### src/rtl/core/kmp_pkg.sv
// Shared widths, action codes and queue word type for the KMP stream matcher.
package kmp_pkg;

    localparam int ACTION_W        = 2;
    localparam int PIDX_W          = 5;
    localparam int BYTE_W          = 8;
    localparam int LEN_W           = 6;
    localparam int POS_W           = 32;
    localparam int MAX_PATTERN_DEF = 32;
    localparam int QUEUE_DEPTH     = 2;

    // Action codes carried by an input word
    typedef enum logic [ACTION_W-1:0] {
        ACT_PATTERN = 2'd0,
        ACT_TEXT    = 2'd1,
        ACT_RESTART = 2'd2
    } t_action;

    // Word held in the queue between front and back end
    typedef struct packed {
        t_action                 op;
        logic [PIDX_W-1:0]       pattern_index;
        logic [BYTE_W-1:0]       data_byte;
    } t_cmd;

endpackage

### src/rtl/core/kmp_stream_if.sv
// Valid/ready channel interfaces for input words and result words.
interface kmp_in_if;
    logic                          valid;
    logic                          ready;
    logic [kmp_pkg::ACTION_W-1:0]  action;
    logic [kmp_pkg::PIDX_W-1:0]    pattern_index;
    logic [kmp_pkg::BYTE_W-1:0]    data_byte;

    modport source (output valid, action, pattern_index, data_byte, input ready);
    modport sink   (input valid, action, pattern_index, data_byte, output ready);
endinterface

interface kmp_out_if;
    logic                          valid;
    logic                          ready;
    logic                          found;
    logic [kmp_pkg::POS_W-1:0]     start_position;

    modport source (output valid, found, start_position, input ready);
    modport sink   (input valid, found, start_position, output ready);
endinterface

### src/rtl/core/kmp_stream_matcher.sv
// Top level of the KMP stream matcher: front end, queue and back end.
//
// Streaming Knuth-Morris-Pratt matcher with the strong failure table. Input
// words are taken whenever the two-word queue in the front end has room. A
// result that waits for the receiver holds the back end at the end of the next
// text word, so the queue fills and input then stalls. In the back end a text
// word follows failure links until its byte matches or no link is left, and
// over a stream the links followed never outnumber the text bytes. A restart
// rebuilds the failure table one pattern position after another. The failure
// table has a single registered read port, which allows one link per cycle.
// pattern_length is latched at restart, and text matched before the first
// restart gives undefined results.
module kmp_stream_matcher #(
    parameter int MAX_PATTERN = kmp_pkg::MAX_PATTERN_DEF
) (
    input  logic                      i_clk,
    input  logic                      i_rst_n,
    input  logic                      i_cfg_we,
    input  logic [kmp_pkg::LEN_W-1:0] i_cfg_wdata,
    kmp_in_if.sink                    i_in,
    kmp_out_if.source                 o_res
);

    logic          q_valid;
    logic          q_pop;
    kmp_pkg::t_cmd q_cmd;

    // Accept and queue words
    kmp_front u_front (
        .i_clk     (i_clk),
        .i_rst_n   (i_rst_n),
        .i_in      (i_in),
        .o_q_valid (q_valid),
        .o_q_cmd   (q_cmd),
        .i_q_pop   (q_pop)
    );

    // Execute queued words and register results
    kmp_back #(
        .MAX_PATTERN (MAX_PATTERN)
    ) u_back (
        .i_clk       (i_clk),
        .i_rst_n     (i_rst_n),
        .i_cfg_we    (i_cfg_we),
        .i_cfg_wdata (i_cfg_wdata),
        .i_q_valid   (q_valid),
        .i_q_cmd     (q_cmd),
        .o_q_pop     (q_pop),
        .o_res       (o_res)
    );

endmodule

### src/rtl/core/kmp_front.sv
// Front end: accept input words, drop unused actions and queue the rest.
module kmp_front (
    input  logic           i_clk,
    input  logic           i_rst_n,
    kmp_in_if.sink         i_in,
    output logic           o_q_valid,
    output kmp_pkg::t_cmd  o_q_cmd,
    input  logic           i_q_pop
);

    localparam int QD  = kmp_pkg::QUEUE_DEPTH;
    localparam int QPW = (QD > 1) ? $clog2(QD) : 1;
    localparam int CW  = $clog2(QD + 1);

    kmp_pkg::t_cmd    r_q [QD];
    logic [QPW-1:0]   r_wp;
    logic [QPW-1:0]   r_rp;
    logic [CW-1:0]    r_cnt;
    logic             keep;
    logic             push;
    kmp_pkg::t_cmd    cmd;

    // Classify the action: only the three defined codes reach the back end
    always_comb begin
        unique case (i_in.action) inside
            kmp_pkg::ACT_PATTERN, kmp_pkg::ACT_TEXT, kmp_pkg::ACT_RESTART: keep = 1'b1;
            default: keep = 1'b0;
        endcase
    end

    always_comb begin
        cmd.op            = kmp_pkg::t_action'(i_in.action);
        cmd.pattern_index = i_in.pattern_index;
        cmd.data_byte     = i_in.data_byte;
    end

    assign i_in.ready = (r_cnt != CW'(QD));
    assign push       = i_in.valid && i_in.ready && keep;
    assign o_q_valid  = (r_cnt != '0);
    assign o_q_cmd    = r_q[r_rp];

    // Store a word at the write pointer
    always_ff @(posedge i_clk) begin
        if (push) begin
            r_q[r_wp] <= cmd;
        end
    end

    // Advance pointers and count
    always_ff @(posedge i_clk) begin
        if (!i_rst_n) begin
            r_wp  <= '0;
            r_rp  <= '0;
            r_cnt <= '0;
        end else begin
            if (push) begin
                r_wp <= (r_wp == QPW'(QD - 1)) ? '0 : r_wp + QPW'(1);
            end
            if (i_q_pop) begin
                r_rp <= (r_rp == QPW'(QD - 1)) ? '0 : r_rp + QPW'(1);
            end
            r_cnt <= r_cnt + CW'(push) - CW'(i_q_pop);
        end
    end

endmodule

### src/rtl/core/kmp_back.sv
// Back end: pattern store, failure table, rebuild and text matching sequencer.
module kmp_back #(
    parameter int MAX_PATTERN = kmp_pkg::MAX_PATTERN_DEF
) (
    input  logic                      i_clk,
    input  logic                      i_rst_n,
    input  logic                      i_cfg_we,
    input  logic [kmp_pkg::LEN_W-1:0] i_cfg_wdata,
    input  logic                      i_q_valid,
    input  kmp_pkg::t_cmd             i_q_cmd,
    output logic                      o_q_pop,
    kmp_out_if.source                 o_res
);

    localparam int IW  = $clog2(MAX_PATTERN + 2);
    localparam int AW  = $clog2(MAX_PATTERN);
    localparam int FAW = $clog2(MAX_PATTERN + 1);
    localparam int FTW = $clog2(MAX_PATTERN + 1);
    localparam int PW  = kmp_pkg::POS_W;
    localparam int BW  = kmp_pkg::BYTE_W;

    typedef enum logic [3:0] {
        S_IDLE  = 4'b0001,
        S_T_CMP = 4'b0010,
        S_R_CHK = 4'b0100,
        S_R_WR  = 4'b1000
    } t_state;

    // Storage
    logic [BW-1:0]  r_pm [MAX_PATTERN];
    logic [FTW-1:0] r_ft [MAX_PATTERN + 1];
    logic [BW-1:0]  r_pa_q;
    logic [BW-1:0]  r_pb_q;
    logic [FTW-1:0] r_f_q;

    // Control and working registers
    t_state                    r_state, n_state;
    logic [IW-1:0]             r_i, n_i;
    logic [IW-1:0]             r_j, n_j;
    logic [IW-1:0]             r_m, n_m;
    logic [IW-1:0]             r_match, n_match;
    logic [PW-1:0]             r_pos, n_pos;
    logic [BW-1:0]             r_byte, n_byte;
    logic [FTW-1:0]            r_ft_end, n_ft_end;
    logic [kmp_pkg::LEN_W-1:0] r_len;
    logic                      r_out_valid;
    logic                      r_found;
    logic [PW-1:0]             r_start;

    // Combinational helpers
    logic [AW-1:0]  addr_a;
    logic [AW-1:0]  addr_b;
    logic [FAW-1:0] addr_f;
    logic           pm_we;
    logic           ft_we;
    logic [FAW-1:0] ft_waddr;
    logic [FTW-1:0] ft_wdata;
    logic           load_out;
    logic           out_found;
    logic [PW-1:0]  out_start;
    logic           out_free;
    logic [IW-1:0]  len_clamped;
    logic [IW-1:0]  text_i;
    logic [IW-1:0]  next_i;
    logic [IW-1:0]  link_i;
    logic [IW-1:0]  link_j;
    logic [IW-1:0]  wr_val;
    logic [PW-1:0]  pos_inc;

    assign out_free = !r_out_valid || o_res.ready;
    assign pos_inc  = r_pos + PW'(1);
    assign next_i   = r_i + IW'(1);
    assign link_i   = IW'(r_f_q);
    assign link_j   = IW'(r_f_q);
    assign text_i   = (r_match > r_m) ? r_m : r_match;
    assign wr_val   = ((r_i == r_m) || (r_pa_q != r_pb_q)) ? r_j : IW'(r_f_q);

    // Clamp the configured length into 1..MAX_PATTERN
    always_comb begin
        if (r_len == '0) begin
            len_clamped = IW'(1);
        end else if (32'(r_len) > 32'(MAX_PATTERN)) begin
            len_clamped = IW'(MAX_PATTERN);
        end else begin
            len_clamped = IW'(r_len);
        end
    end

    // Sequencer
    always_comb begin
        n_state   = r_state;
        n_i       = r_i;
        n_j       = r_j;
        n_m       = r_m;
        n_match   = r_match;
        n_pos     = r_pos;
        n_byte    = r_byte;
        n_ft_end  = r_ft_end;
        addr_a    = AW'(r_i - IW'(1));
        addr_b    = AW'(r_j - IW'(1));
        addr_f    = FAW'(r_i - IW'(1));
        pm_we     = 1'b0;
        ft_we     = 1'b0;
        ft_waddr  = FAW'(r_i);
        ft_wdata  = FTW'(wr_val);
        o_q_pop   = 1'b0;
        load_out  = 1'b0;
        out_found = 1'b0;
        out_start = '0;

        unique case (r_state)
            S_IDLE: begin
                if (i_q_valid) begin
                    o_q_pop = 1'b1;
                    unique case (i_q_cmd.op)
                        kmp_pkg::ACT_PATTERN: begin
                            pm_we = (32'(i_q_cmd.pattern_index) < 32'(MAX_PATTERN));
                        end
                        kmp_pkg::ACT_TEXT: begin
                            n_byte  = i_q_cmd.data_byte;
                            n_i     = text_i;
                            addr_a  = AW'(text_i - IW'(1));
                            addr_f  = FAW'(text_i - IW'(1));
                            n_state = S_T_CMP;
                        end
                        kmp_pkg::ACT_RESTART: begin
                            // Latch length, seed first table entry, fetch first byte
                            n_m      = len_clamped;
                            ft_we    = 1'b1;
                            ft_waddr = '0;
                            ft_wdata = '0;
                            n_i      = IW'(1);
                            n_j      = '0;
                            addr_a   = '0;
                            n_state  = S_R_CHK;
                        end
                        default: begin
                            n_state = S_IDLE;
                        end
                    endcase
                end
            end

            S_T_CMP: begin
                if ((r_i == '0) || (r_pa_q == r_byte)) begin
                    // Finish the word once the output register is free; hold otherwise
                    if (out_free) begin
                        load_out = 1'b1;
                        n_pos    = pos_inc;
                        if (next_i == r_m + IW'(1)) begin
                            out_found = 1'b1;
                            out_start = pos_inc - PW'(r_m) + PW'(1);
                            n_match   = IW'(r_ft_end);
                        end else begin
                            n_match = next_i;
                        end
                        n_state = S_IDLE;
                    end
                end else begin
                    // Follow one failure link
                    n_i    = link_i;
                    addr_a = AW'(link_i - IW'(1));
                    addr_f = FAW'(link_i - IW'(1));
                end
            end

            S_R_CHK: begin
                if ((r_j != '0) && (r_pa_q != r_pb_q)) begin
                    n_j    = link_j;
                    addr_a = AW'(r_i - IW'(1));
                    addr_b = AW'(link_j - IW'(1));
                    addr_f = FAW'(link_j - IW'(1));
                end else begin
                    // Advance j; fetch pat(i+1), pat(j+1) and its link
                    n_j     = r_j + IW'(1);
                    addr_a  = AW'(r_i);
                    addr_b  = AW'(r_j);
                    addr_f  = FAW'(r_j);
                    n_state = S_R_WR;
                end
            end

            S_R_WR: begin
                ft_we    = 1'b1;
                ft_waddr = FAW'(r_i);
                ft_wdata = FTW'(wr_val);
                addr_a   = AW'(r_i);
                addr_b   = AW'(r_j - IW'(1));
                addr_f   = FAW'(r_j - IW'(1));
                if (r_i == r_m) begin
                    n_ft_end = FTW'(wr_val);
                    n_pos    = '0;
                    n_match  = IW'(1);
                    n_state  = S_IDLE;
                end else begin
                    n_i     = next_i;
                    n_state = S_R_CHK;
                end
            end

            default: begin
                n_state = S_IDLE;
            end
        endcase
    end

    // Pattern store: one write port, two registered read ports
    always_ff @(posedge i_clk) begin
        if (pm_we) begin
            r_pm[AW'(i_q_cmd.pattern_index)] <= i_q_cmd.data_byte;
        end
        r_pa_q <= r_pm[addr_a];
        r_pb_q <= r_pm[addr_b];
    end

    // Failure table: one write port, one registered read port
    always_ff @(posedge i_clk) begin
        if (ft_we) begin
            r_ft[ft_waddr] <= ft_wdata;
        end
        r_f_q <= r_ft[addr_f];
    end

    // Working registers without reset
    always_ff @(posedge i_clk) begin
        r_i    <= n_i;
        r_j    <= n_j;
        r_byte <= n_byte;
        if (load_out) begin
            r_found <= out_found;
            r_start <= out_start;
        end
    end

    // Control state
    always_ff @(posedge i_clk) begin
        if (!i_rst_n) begin
            r_state     <= S_IDLE;
            r_m         <= IW'(1);
            r_match     <= IW'(1);
            r_pos       <= '0;
            r_ft_end    <= '0;
            r_len       <= kmp_pkg::LEN_W'(1);
            r_out_valid <= 1'b0;
        end else begin
            r_state  <= n_state;
            r_m      <= n_m;
            r_match  <= n_match;
            r_pos    <= n_pos;
            r_ft_end <= n_ft_end;
            if (i_cfg_we) begin
                r_len <= i_cfg_wdata;
            end
            if (load_out) begin
                r_out_valid <= 1'b1;
            end else if (o_res.ready) begin
                r_out_valid <= 1'b0;
            end
        end
    end

    assign o_res.valid          = r_out_valid;
    assign o_res.found          = r_found;
    assign o_res.start_position = r_start;

`ifndef ASSERT_OFF
    // A result is raised only by a finished text word
    a_out_from_text: assert property (@(posedge i_clk) disable iff (!i_rst_n)
        $rose(r_out_valid) |-> $past(r_state == S_T_CMP))
        else $error("result raised outside text matching");

    // A miss carries a zero start position
    a_miss_zero: assert property (@(posedge i_clk) disable iff (!i_rst_n)
        (r_out_valid && !r_found) |-> (r_start == '0))
        else $error("miss with non-zero start position");

    // Never overwrite a result that is still waiting
    a_no_overwrite: assert property (@(posedge i_clk) disable iff (!i_rst_n)
        load_out |-> (!r_out_valid || o_res.ready))
        else $error("pending result overwritten");

    // A finished rebuild leaves position cleared and index at one
    a_restart_done: assert property (@(posedge i_clk) disable iff (!i_rst_n)
        (r_state == S_R_WR && n_state == S_IDLE) |=> (r_pos == '0 && r_match == IW'(1)))
        else $error("restart did not clear text state");

    // During rebuild the prefix index never passes the scan index
    a_j_le_i: assert property (@(posedge i_clk) disable iff (!i_rst_n)
        (r_state == S_R_CHK || r_state == S_R_WR) |-> (r_j <= r_i))
        else $error("rebuild prefix index beyond scan index");
`endif

endmodule
### src/flat_wrapper.sv
// flat-port wrapper written by rule: the top's interface ports become plain ports
module kmp_stream_matcher_flat 
#(
    parameter int MAX_PATTERN = kmp_pkg::MAX_PATTERN_DEF
)
  (i_clk, i_rst_n, i_cfg_we, i_cfg_wdata, i_in_valid, i_in_action, i_in_pattern_index, i_in_data_byte, i_in_ready, o_res_valid, o_res_found, o_res_start_position, o_res_ready);
  kmp_in_if i_in_i ();
  kmp_out_if o_res_i ();
  input  logic i_clk;
  input  logic i_rst_n;
  input  logic i_cfg_we;
  input  logic [kmp_pkg::LEN_W-1:0] i_cfg_wdata;
  input wire logic [$bits(i_in_i.valid)-1:0] i_in_valid;
  input wire logic [$bits(i_in_i.action)-1:0] i_in_action;
  input wire logic [$bits(i_in_i.pattern_index)-1:0] i_in_pattern_index;
  input wire logic [$bits(i_in_i.data_byte)-1:0] i_in_data_byte;
  output wire logic [$bits(i_in_i.ready)-1:0] i_in_ready;
  output wire logic [$bits(o_res_i.valid)-1:0] o_res_valid;
  output wire logic [$bits(o_res_i.found)-1:0] o_res_found;
  output wire logic [$bits(o_res_i.start_position)-1:0] o_res_start_position;
  input wire logic [$bits(o_res_i.ready)-1:0] o_res_ready;
  assign i_in_i.valid = i_in_valid;
  assign i_in_i.action = i_in_action;
  assign i_in_i.pattern_index = i_in_pattern_index;
  assign i_in_i.data_byte = i_in_data_byte;
  assign i_in_ready = i_in_i.ready;
  assign o_res_valid = o_res_i.valid;
  assign o_res_found = o_res_i.found;
  assign o_res_start_position = o_res_i.start_position;
  assign o_res_i.ready = o_res_ready;
  kmp_stream_matcher #(.MAX_PATTERN(MAX_PATTERN)) u_core (.i_clk(i_clk), .i_rst_n(i_rst_n), .i_cfg_we(i_cfg_we), .i_cfg_wdata(i_cfg_wdata), .i_in(i_in_i), .o_res(o_res_i));
endmodule
### config.mk
export PLATFORM = sky130hd
export DESIGN_NAME = kmp_stream_matcher_flat
export DESIGN_NICKNAME = d
export VERILOG_FILES = /design/src/rtl/core/kmp_pkg.sv /design/src/rtl/core/kmp_stream_if.sv /design/src/rtl/core/kmp_stream_matcher.sv /design/src/rtl/core/kmp_front.sv /design/src/rtl/core/kmp_back.sv /design/src/flat_wrapper.sv
export SDC_FILE = /design/constraint.sdc
export NUM_CORES = 1
export LEC_CHECK = 0
export BUFFER_PORTS_ARGS = -buffer_cell sky130_fd_sc_hd__buf_2
export CORE_MARGIN = 3
export CORE_UTILIZATION = 40
export DETAILED_ROUTE_END_ITERATION = 10
export PLACE_DENSITY = 0.64
export SETUP_SLACK_MARGIN = 0.15
export SLEW_MARGIN = 20
export SYNTH_ARGS = -nofsm -noshare
export SYNTH_HDL_FRONTEND = slang
export SYNTH_SLANG_ARGS = --single-unit
### constraint.sdc
create_clock -name i_clk -period 12.76 [get_ports i_clk]
set_clock_uncertainty 0.1 [all_clocks]
set_input_delay 1.914 -clock i_clk [delete_from_list [all_inputs] [get_ports i_clk]]
set_output_delay 1.914 -clock i_clk [all_outputs]
set_load 0.05 [all_outputs]
=== Word level (Yosys, flattened, before mapping) ===
Memories as Yosys holds them, arrays and structs flattened. A register that Yosys moved wholly into a read port is not among the register bits.
Cells that the tools add are included.

* Flip-flop bits (word level): 118
* Memory bits (writable): 484
* Bits of input ports: 26
* Output and inout bits: 35
* Logic and storage cells: 156
* Memories kept: 3

* Add/subtract/negate cells: 14
* Magnitude comparators: 2
* Equality and inequality tests: 23
* Muxes and demuxes: 72
* Reductions and logical operators: 27

{| class="wikitable"
|+ Memory list
! memory !! words !! width !! read ports !! clocked after memory_dff !! write ports !! RTL line !! RTL
|-
| u_core.u_back.r_pm || 32 || 8 || 2 || 2 || 1 || kmp_back.sv:30 || <nowiki>logic [BW-1:0] r_pm [MAX_PATTERN];</nowiki>
|-
| u_core.u_back.r_ft || 33 || 6 || 1 || 1 || 1 || kmp_back.sv:31 || <nowiki>logic [FTW-1:0] r_ft [MAX_PATTERN + 1];</nowiki>
|-
| u_core.u_front.r_q || 2 || 15 || 1 || 1 || 1 || kmp_front.sv:15 || <nowiki>kmp_pkg::t_cmd r_q [QD];</nowiki>
|}

{| class="wikitable"
|+ Operators with widths
! cell !! count
|-
| $mux W6 || 24
|-
| $mux W32 || 3
|-
| $add A32 B1 Y32 const B || 2
|-
| $pmux W32 S2 || 1
|-
| $pmux W6 S2 || 3
|-
| $sub A32 B6 Y32 || 1
|-
| $mux W5 || 5
|-
| $mux W1 || 24
|-
| $pmux W6 S4 || 1
|-
| $sub A6 B1 Y6 const B || 4
|-
| $pmux W5 S4 || 1
|-
| $add A6 B1 Y6 const B || 3
|-
| $pmux W6 S3 || 1
|-
| $mux W4 || 4
|-
| $ne A2 B2 Y1 const B || 8
|-
| $pmux W4 S4 || 1
|-
| $eq A6 B6 Y1 || 2
|-
| $logic_not A6 Y1 || 2
|-
| $pmux W4 S3 || 1
|-
| $reduce_and A3 Y1 || 4
|-
| $pmux W5 S2 || 1
|-
| $reduce_and A5 Y1 || 2
|-
| $eq A8 B8 Y1 || 1
|-
| $ne A8 B8 Y1 || 1
|-
| 25 further kinds || 38
|}

=== Logic depth before layout (Yosys ltp) ===
Gate-level depths: netlist of run 1.

* Depth in word-level cells: 6
* Gate-level depth with buffers: 23
* Depth with buffers taken out: 20

=== By module ===
Synthesis of run 1 repeated with hierarchy kept, for this count alone.

* Cell total of the unflattened synthesis: 2169
* Area, all modules: 30640.6 um^2

{| class="wikitable"
|+ By module, submodules not included
! module !! instances !! cells each !! area each (um^2) !! sequential area each (um^2)
|-
| kmp_back || 1 || 2094 || 29305.6 || 16886.2
|-
| kmp_front || 1 || 75 || 1335.0 || 1001.0
|}

=== Least setup slack after synthesis of run 1 ===
Ideal clock, no wire load.

* Kind: flip-flop to flip-flop
* Start: reg u_core.u_back.r_m[3]
* End: reg u_core.u_back.r_f_q[1], in the netlist u_core.u_back.link_i[1] (read register of u_core.u_back.r_ft)
* Data arrival time: 4.306 ns
* Data required time: 12.539 ns
* Setup slack: 8.233 ns
* Stages on the path, launching flop included: 24
* Buffers on the path: 5
* Clock period less this slack: 4.527 ns
* Path through: dfxtp_1 clkbuf_1 inv_1 ha_1 a211oi_1 nor2_1 o31ai_4 clkbuf_1 nor2_1 a21oi_1 ha_1 mux2i_1 nand2_1 o21ai_0 o31a_1 buf_2 buf_6 buf_2 mux2i_1 mux2i_1 mux2i_1 mux2i_1 mux2_1 mux2_2

* Word-level cells in the longest chain between the ends: 6

{| class="wikitable"
|+ Ends and longest elaborated chain
! item !! RTL line !! RTL
|-
| start: declaration || kmp_back.sv:40 || <nowiki>logic [IW-1:0] r_m, n_m;</nowiki>
|-
| start signal: assignment || kmp_back.sv:247 || <nowiki>r_m <= n_m;</nowiki>
|-
| $gt A6 B6 Y1 || kmp_back.sv:75 || <nowiki>assign text_i = (r_match > r_m) ? r_m : r_match;</nowiki>
|-
| $mux W6 * || kmp_back.sv:75 ||
|-
| $sub A6 B1 Y6 * || kmp_back.sv:123 || <nowiki>addr_f = FAW'(text_i - IW'(1));</nowiki>
|-
| $mux W6 * || kmp_back.sv:115 || <nowiki>unique case (i_q_cmd.op)</nowiki>
|-
| $mux W6 * || kmp_back.sv:113 || <nowiki>if (i_q_valid) begin</nowiki>
|-
| $pmux W6 S4 * || kmp_back.sv:111 || <nowiki>unique case (r_state)</nowiki>
|-
| end: declaration || kmp_back.sv:34 || <nowiki>logic [FTW-1:0] r_f_q;</nowiki>
|}

Every way passes the cells marked *; elsewhere a longest branch is shown, timed or not.
A chain may end at the register's enable or synchronous reset.

=== Worst setup path after layout of run 1 ===
* Start: reg u_core.u_back.r_m[3]
* End: reg u_core.u_back.r_f_q[2], in the netlist u_core.u_back.link_i[2] (read register of u_core.u_back.r_ft)

Same word-level chain as after synthesis.

==> summary.txt, run 1 <==
Clock network
  – Root Driver: clkbuf_16
  – CTS tree: built
  – CTS Buffer Depth: 3
  – Sink Count: roughly 630
  – Worst-Skew Late Latency: about 0.61 ns
  – Total CTS buffers: ~70
  – Clock Pin Slew Worst Setup and Hold Paths: 0.06 ns
  – Postcts setup bufs: 0
  – H-tree levels: 3
  – Cts repair resizes: 0
  – Cts hold-fix bufs: 0

Critical path
  – Crit path cell chain: inv_1 > ha_1 > a211oi_1 > nor2_1 > o31ai_4 > nor2_1 > a21oi_1 > ha_1 > mux2i_1 > nand2_1 > o21ai_0 > o31a_4 > buf_4 > mux2i_1 > mux2i_1 > mux2i_1 > mux2i_1 > mux2_1 > mux2_2
  – Crit end category: flip-flop
  – Crit-path leading delay family: compound AO/OA/AOI/OAI gates
  – CP peak stage delay: approximately 0.7 ns
  – Most Frequent Cell on Critical Path: mux2i_1
  – Worst-path fanout max: 49
  – CP Buf/Inv Count: 2
  – Critical Path AT: 6.25 ns
  – Crit start category: flip-flop
  – CP max-delay cell: buf_4
  – Worst EP required: 13.14 ns
  – Kind of critical path: flip-flop to flip-flop

Finish
  – Final nets: 2760
  – Final Cell Area: roughly 35000 um2
  – Number of diodes: 0
  – Most common cell after layout, fill and taps aside: edfxtp_1
  – Commonest cells after routing, fill and taps aside: edfxtp_1, mux2i_1, nor2_1, nand2_1, a21oi_1
  – Ratio of cells with drive above 1 in the final layout: 0.133
  – Area Growth Syn to Fin: 11.0%

Power and ir drop
  – PwrDens: ~220 nW/um2
  – Seq pwr share: 0.331
  – P_sw: between 2 and 3 mW
  – Leakage: 12.6 nW
  – Comb pwr share: 0.415
  – Clock share of power: 0.255
  – Peak VDD IR: 0.192 mV
  – Sw Ratio: 0.380
  – Internal Power: roughly 4.8 mW

Floorplan
  – Row count: 102
  – Die W: 288 um
  – Die area: roughly 83000 um2
  – I/O Pins: 61
  – Placeable Area: about 78000 um2
  – Die Ht: roughly 290 um
  – Initial Utilization: 0.407

Drt
  – Residual DRC: 0
  – Antenna-violating nets left: 0
  – Detailed-route wire length per cell: 21.0 um
  – DRT Pass-1 Iters: 5
  – Via/cell ratio: between 5 and 6
  – Drt initial violations: 1951
  – Final wirelength: approximately 79 mm
  – Vias: 21030

GRT
  – Antenna violations before repair: 2
  – Global Route Usage Sum: 0.188
  – First-pass GRT wire length: ~120 mm
  – Overflow after GRT: 0
  – Largest net degree at the start of global routing: ~150
  – Vias in the first global route: ~21000

Placement
  – # port buffers: 60
  – Area after DPL: approximately 33000 um2
  – RD Place Congestion: between 0.8 and 0.9
  – DP Wirelength: 51.4 mm
  – Pre-CTS setup slack: 6.60 ns

Synthesis
  – Post-synthesis register bit count: approximately 630
  – Syn_nets: 2754
  – Distinct cells, synth: 85
  – Mapped Cells: 2672
  – Mapped cell area: 31800 um2
  – Async set or reset register ratio after synthesis: 0
  – Sequential area share after synthesis: 0.563
  – Mean area per synthesized cell: 11.9 um2
  – Synth Flop Type: edfxtp_1
  – EDFF count, synth: 537
  – Yosys warns: 0

Flow run
  – Maxcap violations: 0

Timing
  – Worst-Margin Slew: 1.08 ns
  – Fmax achieved: ~0.17 GHz
  – Fin. max-slew vios: 0
  – Final worst slack: 6.89 ns
  – Hold Vio Cnt, Final: 0
  – Final Cycle Share: 0.460
  – Setup violators final: 0
  – Slew headroom: 0.260
  – RSZ-0062 raised after global routing: no
  – Period minus WS final: 5.87 ns
  – Setup TNS Final: 0 ns

Worst hold path
  – Hold Path Class: flip-flop to flip-flop

Run status
  – Status: completed
[cells by family after synthesis]
kind of cell / Yosys count / share of synthesized area
adder cells (fa/ha/maj): 56 / 0.0223
XOR/XNOR: 114 / 0.0314
AO/OA/AOI/OAI: 452 / 0.0914
buffers and inverters: 228 / 0.0321
multiplexers: 476 / 0.155
flip-flops: 625 / 0.563
AND/OR/NAND/NOR: 721 / 0.105
[registers in the layout, summed over array words and instances (netlist names), 2 cells and up, named ones only]
register	count
u_core.u_back.o_res.start_position	32
u_core.u_front.r_q	30
u_core.u_back.r_pa_q	8
u_core.u_front.r_cnt	2
u_core.u_back.r_pos	32
u_core.u_back.r_ft	198
u_core.u_back.r_len	6
u_core.u_back.r_i	6
u_core.u_back.r_state	4
u_core.u_back.r_m	6
u_core.u_back.r_pm	256
u_core.u_back.r_byte	8
u_core.u_back.link_i	6
u_core.u_back.r_match	6
u_core.u_back.r_pb_q	8
u_core.u_back.r_ft_end	6
u_core.u_back.r_j	6
[layout make-up]
type / instances / area [um2]
Timing Repair Buffer: 91 / 546
Multi-Input combinational cell: 1819 / 13000
Clock buffer: 86 / 1840
Tap cell: 1040 / 1300
Inverter: 73 / 274
Fill cell: 7133 / 42800
Clock inverter: 39 / 399
Sequential cell: 625 / 17900
[power by group through the flow]
stage,logic [mW],registers [mW],clock network (mW)
floorplan,2.41,2.52,0
global placement,3.12,2.60,0
detailed placement,3.18,2.60,0
CTS,3.19,2.56,2.01
global route,3.45,2.57,2.09
finish,3.21,2.56,1.97
[Yosys cell counts (14+ instances only)]
cell      number  share of area
xnor2_1       66          0.018
ha_1          55          0.022
nor4_1        14         0.0028
clkbuf_1      73         0.0086
dfxtp_1       88          0.055
a22oi_1       25         0.0059
and3_1        14         0.0028
edfxtp_1     537           0.51
inv_1         70         0.0083
mux2_2       119          0.042
nand4_1       15         0.0030
o21ai_0       72          0.011
nor3_1        29         0.0046
mux2i_1      353           0.11
and2_1        18         0.0035
nand2_1      229          0.027
nor2_1       242          0.029
a211oi_1      48          0.011
nor2b_1       60          0.012
xor2_1        48          0.013
nand3_1       39         0.0061
buf_2         50         0.0079
a21oi_1      177          0.028
[per-stage QoR]
stage	utilization	power (mW)	std cells	hold WS (ns)
global route	0.452	8.11	3773	0.396
CTS	0.451	7.76	3773	0.370
detailed placement	0.423	5.78	3648	0.368
finish	0.452	7.75	3773	0.370
global placement	0.423	5.71	3648	0.355
floorplan	-	4.93	2672	0.342
[final timing paths]
check / startpoint / end / slack (ns) / cells after the start
worst max-delay path: u_core.u_back.r_m[3]$_SDFFE_PN0P_ / u_core.u_back.link_i[2]$_DFF_P_ / 6.89 / 19
worst min-delay path: u_core.u_back.r_ft[32][4]$_DFFE_PP_ / u_core.u_back.link_i[4]$_DFF_P_ / 0.37 / 1
worst max register to register: u_core.u_back.r_m[3]$_SDFFE_PN0P_ / u_core.u_back.link_i[2]$_DFF_P_ / 6.89 / 19
worst min register to register: u_core.u_back.r_ft[32][4]$_DFFE_PP_ / u_core.u_back.link_i[4]$_DFF_P_ / 0.37 / 1
[per-layer routing]
layer	global-route usage	share of wire	vias to the layer above
met5	0	0.00034	-
met4	0.0545	0.026	4
met3	0.0288	0.059	135
met2	0.307	0.47	649
met1	0.259	0.44	10354
li1	-	-	9888
(Power assumes the default switching activity.)
==> run 2, diff against run 1 <==
- PLACE_DENSITY: 0.64 -> 0.66
- clock period: 12.76 -> 5.35 ns (I/O delays scaled with it)
==> run 2 against run 1 <==
Compared with the run above: final area increased by 0.61%; global-route usage increased by 0.20 points; count of clock-buffer cells in the layout increased by 5; largest power group unchanged.
==> summary.txt, run 2 (synthesis results as in run 1) <==
Drt
  – Via/cell ratio: 5.64
  – Detailed-route wire length per cell: 21.2 um
  – Residual DRC: 0
  – Drt initial violations: 1959
  – DRT Pass-1 Iters: 5
  – Final wirelength: just over 80 mm
  – Antenna-violating nets left: 0
  – Vias: 21407

Clock network
  – Postcts setup bufs: 0
  – Clock Pin Slew Worst Setup and Hold Paths: 0.06 ns
  – H-tree levels: 3
  – Total CTS buffers: 66
  – Worst-Skew Late Latency: 0.60 ns
  – Root Driver: clkbuf_16
  – Sink Count: approximately 630
  – CTS tree: built
  – CTS Buffer Depth: 3

Critical path
  – Crit path cell chain: inv_1 > ha_1 > a211oi_1 > nor2_1 > o311a_1 > nor2_1 > ha_1 > mux2i_1 > nand2_1 > o21ai_0 > o31a_2 > buf_12 > mux2i_1 > mux2i_1 > mux2i_1 > mux2i_1 > mux2_1 > mux2_2
  – Crit start category: flip-flop
  – CP peak stage delay: 0.46 ns
  – Most Frequent Cell on Critical Path: mux2i_1
  – Critical Path AT: 5.25 ns
  – Worst-path fanout max: 23
  – Kind of critical path: flip-flop to flip-flop
  – CP max-delay cell: dfxtp_1
  – Worst EP required: about 5.7 ns
  – Crit end category: flip-flop
  – CP Buf/Inv Count: 2
  – Worst Setup SP: u_core.u_back.r_m[3]$_SDFFE_PN0P_
  – Crit-path leading delay family: multiplexers
  – Reg-to-reg startpoint: u_core.u_back.r_m[3]$_SDFFE_PN0P_

GRT
  – Antenna violations before repair: 1
  – Vias in the first global route: 20750
  – Largest net degree at the start of global routing: between 100 and 150
  – Overflow after GRT: 0
  – Global Route Usage Sum: 0.190
  – First-pass GRT wire length: 123 mm

Placement
  – DP Wirelength: 53.0 mm
  – Pre-CTS setup slack: 0.492 ns
  – # port buffers: 60
  – RD Place Congestion: 0.906

Floorplan
  – Placeable Area: 78100 um2
  – Die Ht: about 290 um
  – Die W: 288 um
  – Row count: 102
  – Initial Utilization: 0.407
  – I/O Pins: between 60 and 70
  – Die area: between 80000 and 90000 um2

Timing
  – Fin. max-slew vios: 0
  – Final Cycle Share: 0.910
  – Fmax achieved: 0.205 GHz
  – RSZ-0062 raised after global routing: no
  – Period minus WS final: a little under 5 ns
  – Slew headroom: 0.304
  – Setup violators final: 0
  – Hold Vio Cnt, Final: 0
  – Final hold slack: 0.309 ns
  – Final worst slack: 0.482 ns
  – Setup TNS Final: 0 ns
  – Worst-Margin Slew: 1.04 ns

Finish
  – Final nets: 2788
  – Max FFs per register: approximately 260
  – Area Growth Syn to Fin: 11.7%
  – Commonest cells after routing, fill and taps aside: edfxtp_1, mux2i_1, nor2_1, nand2_1, a21oi_1
  – Number of diodes: 0
  – Largest reg by FF count: u_core.u_back.r_pm
  – Fill count: 7105
  – Layout Utilization: 0.454
  – Ratio of cells with drive above 1 in the final layout: 0.137
  – Sequential cell area: 17900 um2
  – Multi-input logic area: roughly 13000 um2
  – Most common cell after layout, fill and taps aside: edfxtp_1
  – Top flop regs: u_core.u_back.r_pm x256, u_core.u_back.r_ft x198

Power and ir drop
  – Leakage: 12.7 nW
  – Peak VDD IR: 0.400 mV
  – PwrDens: 528 nW/um2

Run status
  – Status: completed

Worst hold path
  – Hold Path Class: input pin to flip-flop
  – HP Start: i_in_data_byte[4]

Flow run
  – Maxcap violations: 0
==> run 2: worst paths after layout <==
path / to / slack [ns] / cells past startpoint
max: u_core.u_back.link_i[5]$_DFF_P_ / 0.48 / 18
min reg2reg: u_core.u_back.link_i[1]$_DFF_P_ / 0.37 / 1
min: u_core.u_front.r_q[1][4]$_DFFE_PP_ / 0.31 / 1
max reg2reg: u_core.u_back.link_i[5]$_DFF_P_ / 0.48 / 18
==> run 2: where the power goes <==
group | internal, mW | switching, mW | leakage [nW] | total [mW]
Sequential | 5.83 | 0.221 | 5.65 | 6.05
Combinational | 3.23 | 5.03 | 6.08 | 8.26
Clock | 2.57 | 1.86 | 1.01 | 4.43
Total | 11.6 | 7.11 | 12.7 | 18.7
==> run 2: stage by stage <==
stage / cells / power, mW / cell area, um2
global placement: 3677 / 14.2 / 33400
detailed placement: 3677 / 14.3 / 33400
floorplan: 2672 / 11.8 / 31800
finish: 3797 / 18.7 / 35500
global route: 3797 / 19.6 / 35500
CTS: 3796 / 18.7 / 35400
==> run 2: worst reg2reg max path, delay by kind of cell (launching register included) <==
kind	cells	cell delay [ns]
buffers and inverters	2	0.42
multiplexers	7	1.54
AO/OA/AOI/OAI	4	1.20
flip-flops	1	0.46
AND/OR/NAND/NOR	3	0.41
adder cells (fa/ha/maj)	2	0.63
==> run 2: metal layers <==
layer,track usage,share of wire
met1,0.259,0.44
met2,0.313,0.48
met3,0.0277,0.061
met4,0.0572,0.029
met5,0,0.00011
==> run 2: final cells by class <==
cell class,count,area share
sequential,625,0.504
multi-input combinational,1819,0.367
clock buffer,91,0.0524
tap,1040,0.0367
timing repair buffer,121,0.0264
inverter,73,0.00772
clock inverter,28,0.00585
==> run 2: timing repair <==
action,4_1_cts,5_1_grt
endpoints found under the setup margin,0,4
gates resized for setup,0,3
hold buffers,0,0
==> run 3, diff against run 2 <==
- CAP_MARGIN: not set -> 10
- CTS_BUF_LIST: not set -> sky130_fd_sc_hd__clkbuf_2 sky130_fd_sc_hd__clkbuf_4 sky130_fd_sc_hd__clkbuf_8
- PLACE_DENSITY: 0.66 -> 0.64
- clock period: 5.35 -> 5.4 ns (I/O delays scaled with it)
==> run 3 against run 2 <==
Compared with the run above: count of clock-buffer cells in the layout grew 55; critical path depth shrank 3; global-route usage shrank 0.35 points; die area is the same; power shrank 3.1%; clock power shrank 6.5%; worst setup slack lost 0.13 ns; core utilization is essentially flat; maximum frequency shrank 3.5%; critical path type unchanged; largest power group unchanged; highest routed layer is now met4.
==> summary.txt, run 3 (synthesis results as in run 1) <==
Drt
  – DRT Pass-1 Iters: 6
  – Drt initial violations: about 1800
  – Final wirelength: 78.8 mm
  – Antenna-violating nets left: 0
  – Detailed-route wire length per cell: roughly 20 um
  – Residual DRC: 0
  – Via/cell ratio: approximately 5.5
  – Vias: 21376

Timing
  – Hold Vio Cnt, Final: 0
  – Setup violators final: 0
  – Slew headroom: 0.240
  – Setup TNS Final: 0 ns
  – Period minus WS final: ~5.0 ns
  – Final Cycle Share: 0.934
  – Fin. max-slew vios: 0
  – Fmax achieved: 0.198 GHz
  – Worst-Margin Slew: 1.14 ns
  – RSZ-0062 raised after global routing: no

GRT
  – Overflow after GRT: 0
  – Global Route Usage Sum: 0.186
  – First-pass GRT wire length: 121 mm
  – Antenna violations before repair: 0
  – Vias in the first global route: 20984
  – Largest net degree at the start of global routing: 80

Clock network
  – H-tree levels: 3
  – Total CTS buffers: 100
  – CTS Buffer Depth: 3
  – Cts hold-fix bufs: 0
  – Postcts setup bufs: 0
  – Cts repair resizes: 0
  – CTS tree: built
  – Root Driver: clkbuf_8
  – Clock Pin Slew Worst Setup and Hold Paths: 0.06 ns
  – Worst-Skew Late Latency: approximately 0.73 ns
  – Sink Count: approximately 630

Power and ir drop
  – PwrDens: 512 nW/um2
  – Leakage: 12.8 nW
  – Comb pwr share: 0.443
  – P_sw: 6.95 mW
  – Sw Ratio: 0.383
  – Internal Power: approximately 11 mW
  – Peak VDD IR: about 0.37 mV
  – Clock share of power: 0.228
  – Seq pwr share: 0.329

Critical path
  – Flop2flop setup slack: 0.36 ns
  – Crit start category: flip-flop
  – Reg-to-reg startpoint: u_core.u_back.r_i[0]$_DFFE_PP_
  – Critical Path AT: approximately 5.6 ns
  – Worst-path fanout max: 14
  – Crit end category: flip-flop
  – Reg-to-Reg End: u_core.u_back.link_i[1]$_DFF_P_
  – Worst EP required: between 5 and 6 ns
  – Cells on worst reg2reg path: 15
  – Kind of critical path: flip-flop to flip-flop

Placement
  – # port buffers: 60
  – RD Place Congestion: 0.879
  – Placed insts: 3681
  – DP Wirelength: 52.2 mm

Floorplan
  – Row count: ~100
  – Die area: 82900 um2
  – Initial Utilization: 0.407
  – I/O Pins: 61
  – Die Ht: roughly 290 um
  – Die W: 288 um
  – Placeable Area: 78100 um2

Finish
  – Ratio of cells with drive above 1 in the final layout: 0.161
  – Largest reg by FF count: u_core.u_back.r_pm
  – Top flop regs: u_core.u_back.r_pm x256, u_core.u_back.r_ft x198
  – Area Growth Syn to Fin: 11.6%
  – Non-filler cells, final: 3862
  – Most common cell after layout, fill and taps aside: edfxtp_1
  – Final nets: 2825
  – Commonest cells after routing, fill and taps aside: edfxtp_1, mux2i_1, nor2_1, nand2_1, a21oi_1
  – Number of diodes: 0
  – Max FFs per register: 256

Worst hold path
  – HP Start: i_in_data_byte[2]
  – Hold Path Stages: 1
  – WHS Endpoint: u_core.u_front.r_q[0][2]$_DFFE_PP_
  – Hold Path Class: input pin to flip-flop

Flow run
  – Maxcap violations: 0

Run status
  – Status: completed
## run 3: worst max-delay path, cell delays in order, from the launching register on
cell and delay [ns]:
edfxtp_1 0.39, inv_1 0.24, ha_1 0.38, or4b_1 0.54, nor2_2 0.26, a21oi_1 0.08, buf_4 0.20, mux2_2 0.30
a21oi_2 0.18, a31oi_1 0.12, o21ai_2 0.63, buf_4 0.28, nor4_1 0.06, a2111oi_0 0.82, mux2_1 0.25, mux2_2 0.15
## run 3: metal layers
layer,up-vias,GRT usage,share of wire
li1,10033,-,-
met1,10587,0.254,0.45
met2,631,0.309,0.48
met3,125,0.0264,0.051
met4,0,0.0567,0.024
met5,-,0,0
## run 3: power by group through the flow
stage               Sequential, mW  Clock (mW)  Combinational (mW)
floorplan                     5.97           0                5.68
finish                        5.98        4.14                8.05
global placement              6.07           0                7.82
detailed placement            6.07           0                7.97
CTS                           5.97        4.23                7.99
global route                  5.99        4.45                8.57
## run 3: worst max-delay path by stage
stage,start,endpoint,slack [ns],cells past startpoint
after floorplan,u_core.u_back.r_m[3]$_SDFFE_PN0P_,u_core.u_back.link_i[1]$_DFF_P_,0.87,23
after global placement,u_core.u_back.r_i[0]$_DFFE_PP_,u_core.u_back.link_i[1]$_DFF_P_,0.58,15
after detailed placement,u_core.u_back.r_i[0]$_DFFE_PP_,u_core.u_back.link_i[1]$_DFF_P_,0.46,15
after CTS,u_core.u_back.r_i[0]$_DFFE_PP_,u_core.u_back.link_i[1]$_DFF_P_,0.46,15
after global routing,u_core.u_back.r_i[0]$_DFFE_PP_,u_core.u_back.link_i[1]$_DFF_P_,0.17,15
final,u_core.u_back.r_i[0]$_DFFE_PP_,u_core.u_back.link_i[1]$_DFF_P_,0.36,15
## run 3: metrics by stage
| step | power, mW | hold WS (ns) | utilization | setup WS [ns] | instance area, um2 |
|---|---|---|---|---|---|
| floorplan | 11.7 | 0.342 | - | 0.873 | 31800 |
| global placement | 13.9 | 0.359 | 0.428 | 0.580 | 33400 |
| detailed placement | 14.0 | 0.358 | 0.428 | 0.456 | 33400 |
| CTS | 18.2 | 0.126 | 0.454 | 0.456 | 35500 |
| global route | 19.0 | 0.134 | 0.454 | 0.170 | 35500 |
| finish | 18.2 | 0.180 | 0.454 | 0.356 | 35500 |
## run 3: cell type report
cell class              instances  area (um2)
repair buffers                124         956
fillers                      7075       42700
inverters                      73         274
multi-input cells            1819       13000
clock buffers                 146        1780
well taps                    1040        1300
flip-flops and latches        625       17900
clock inverters                35         259
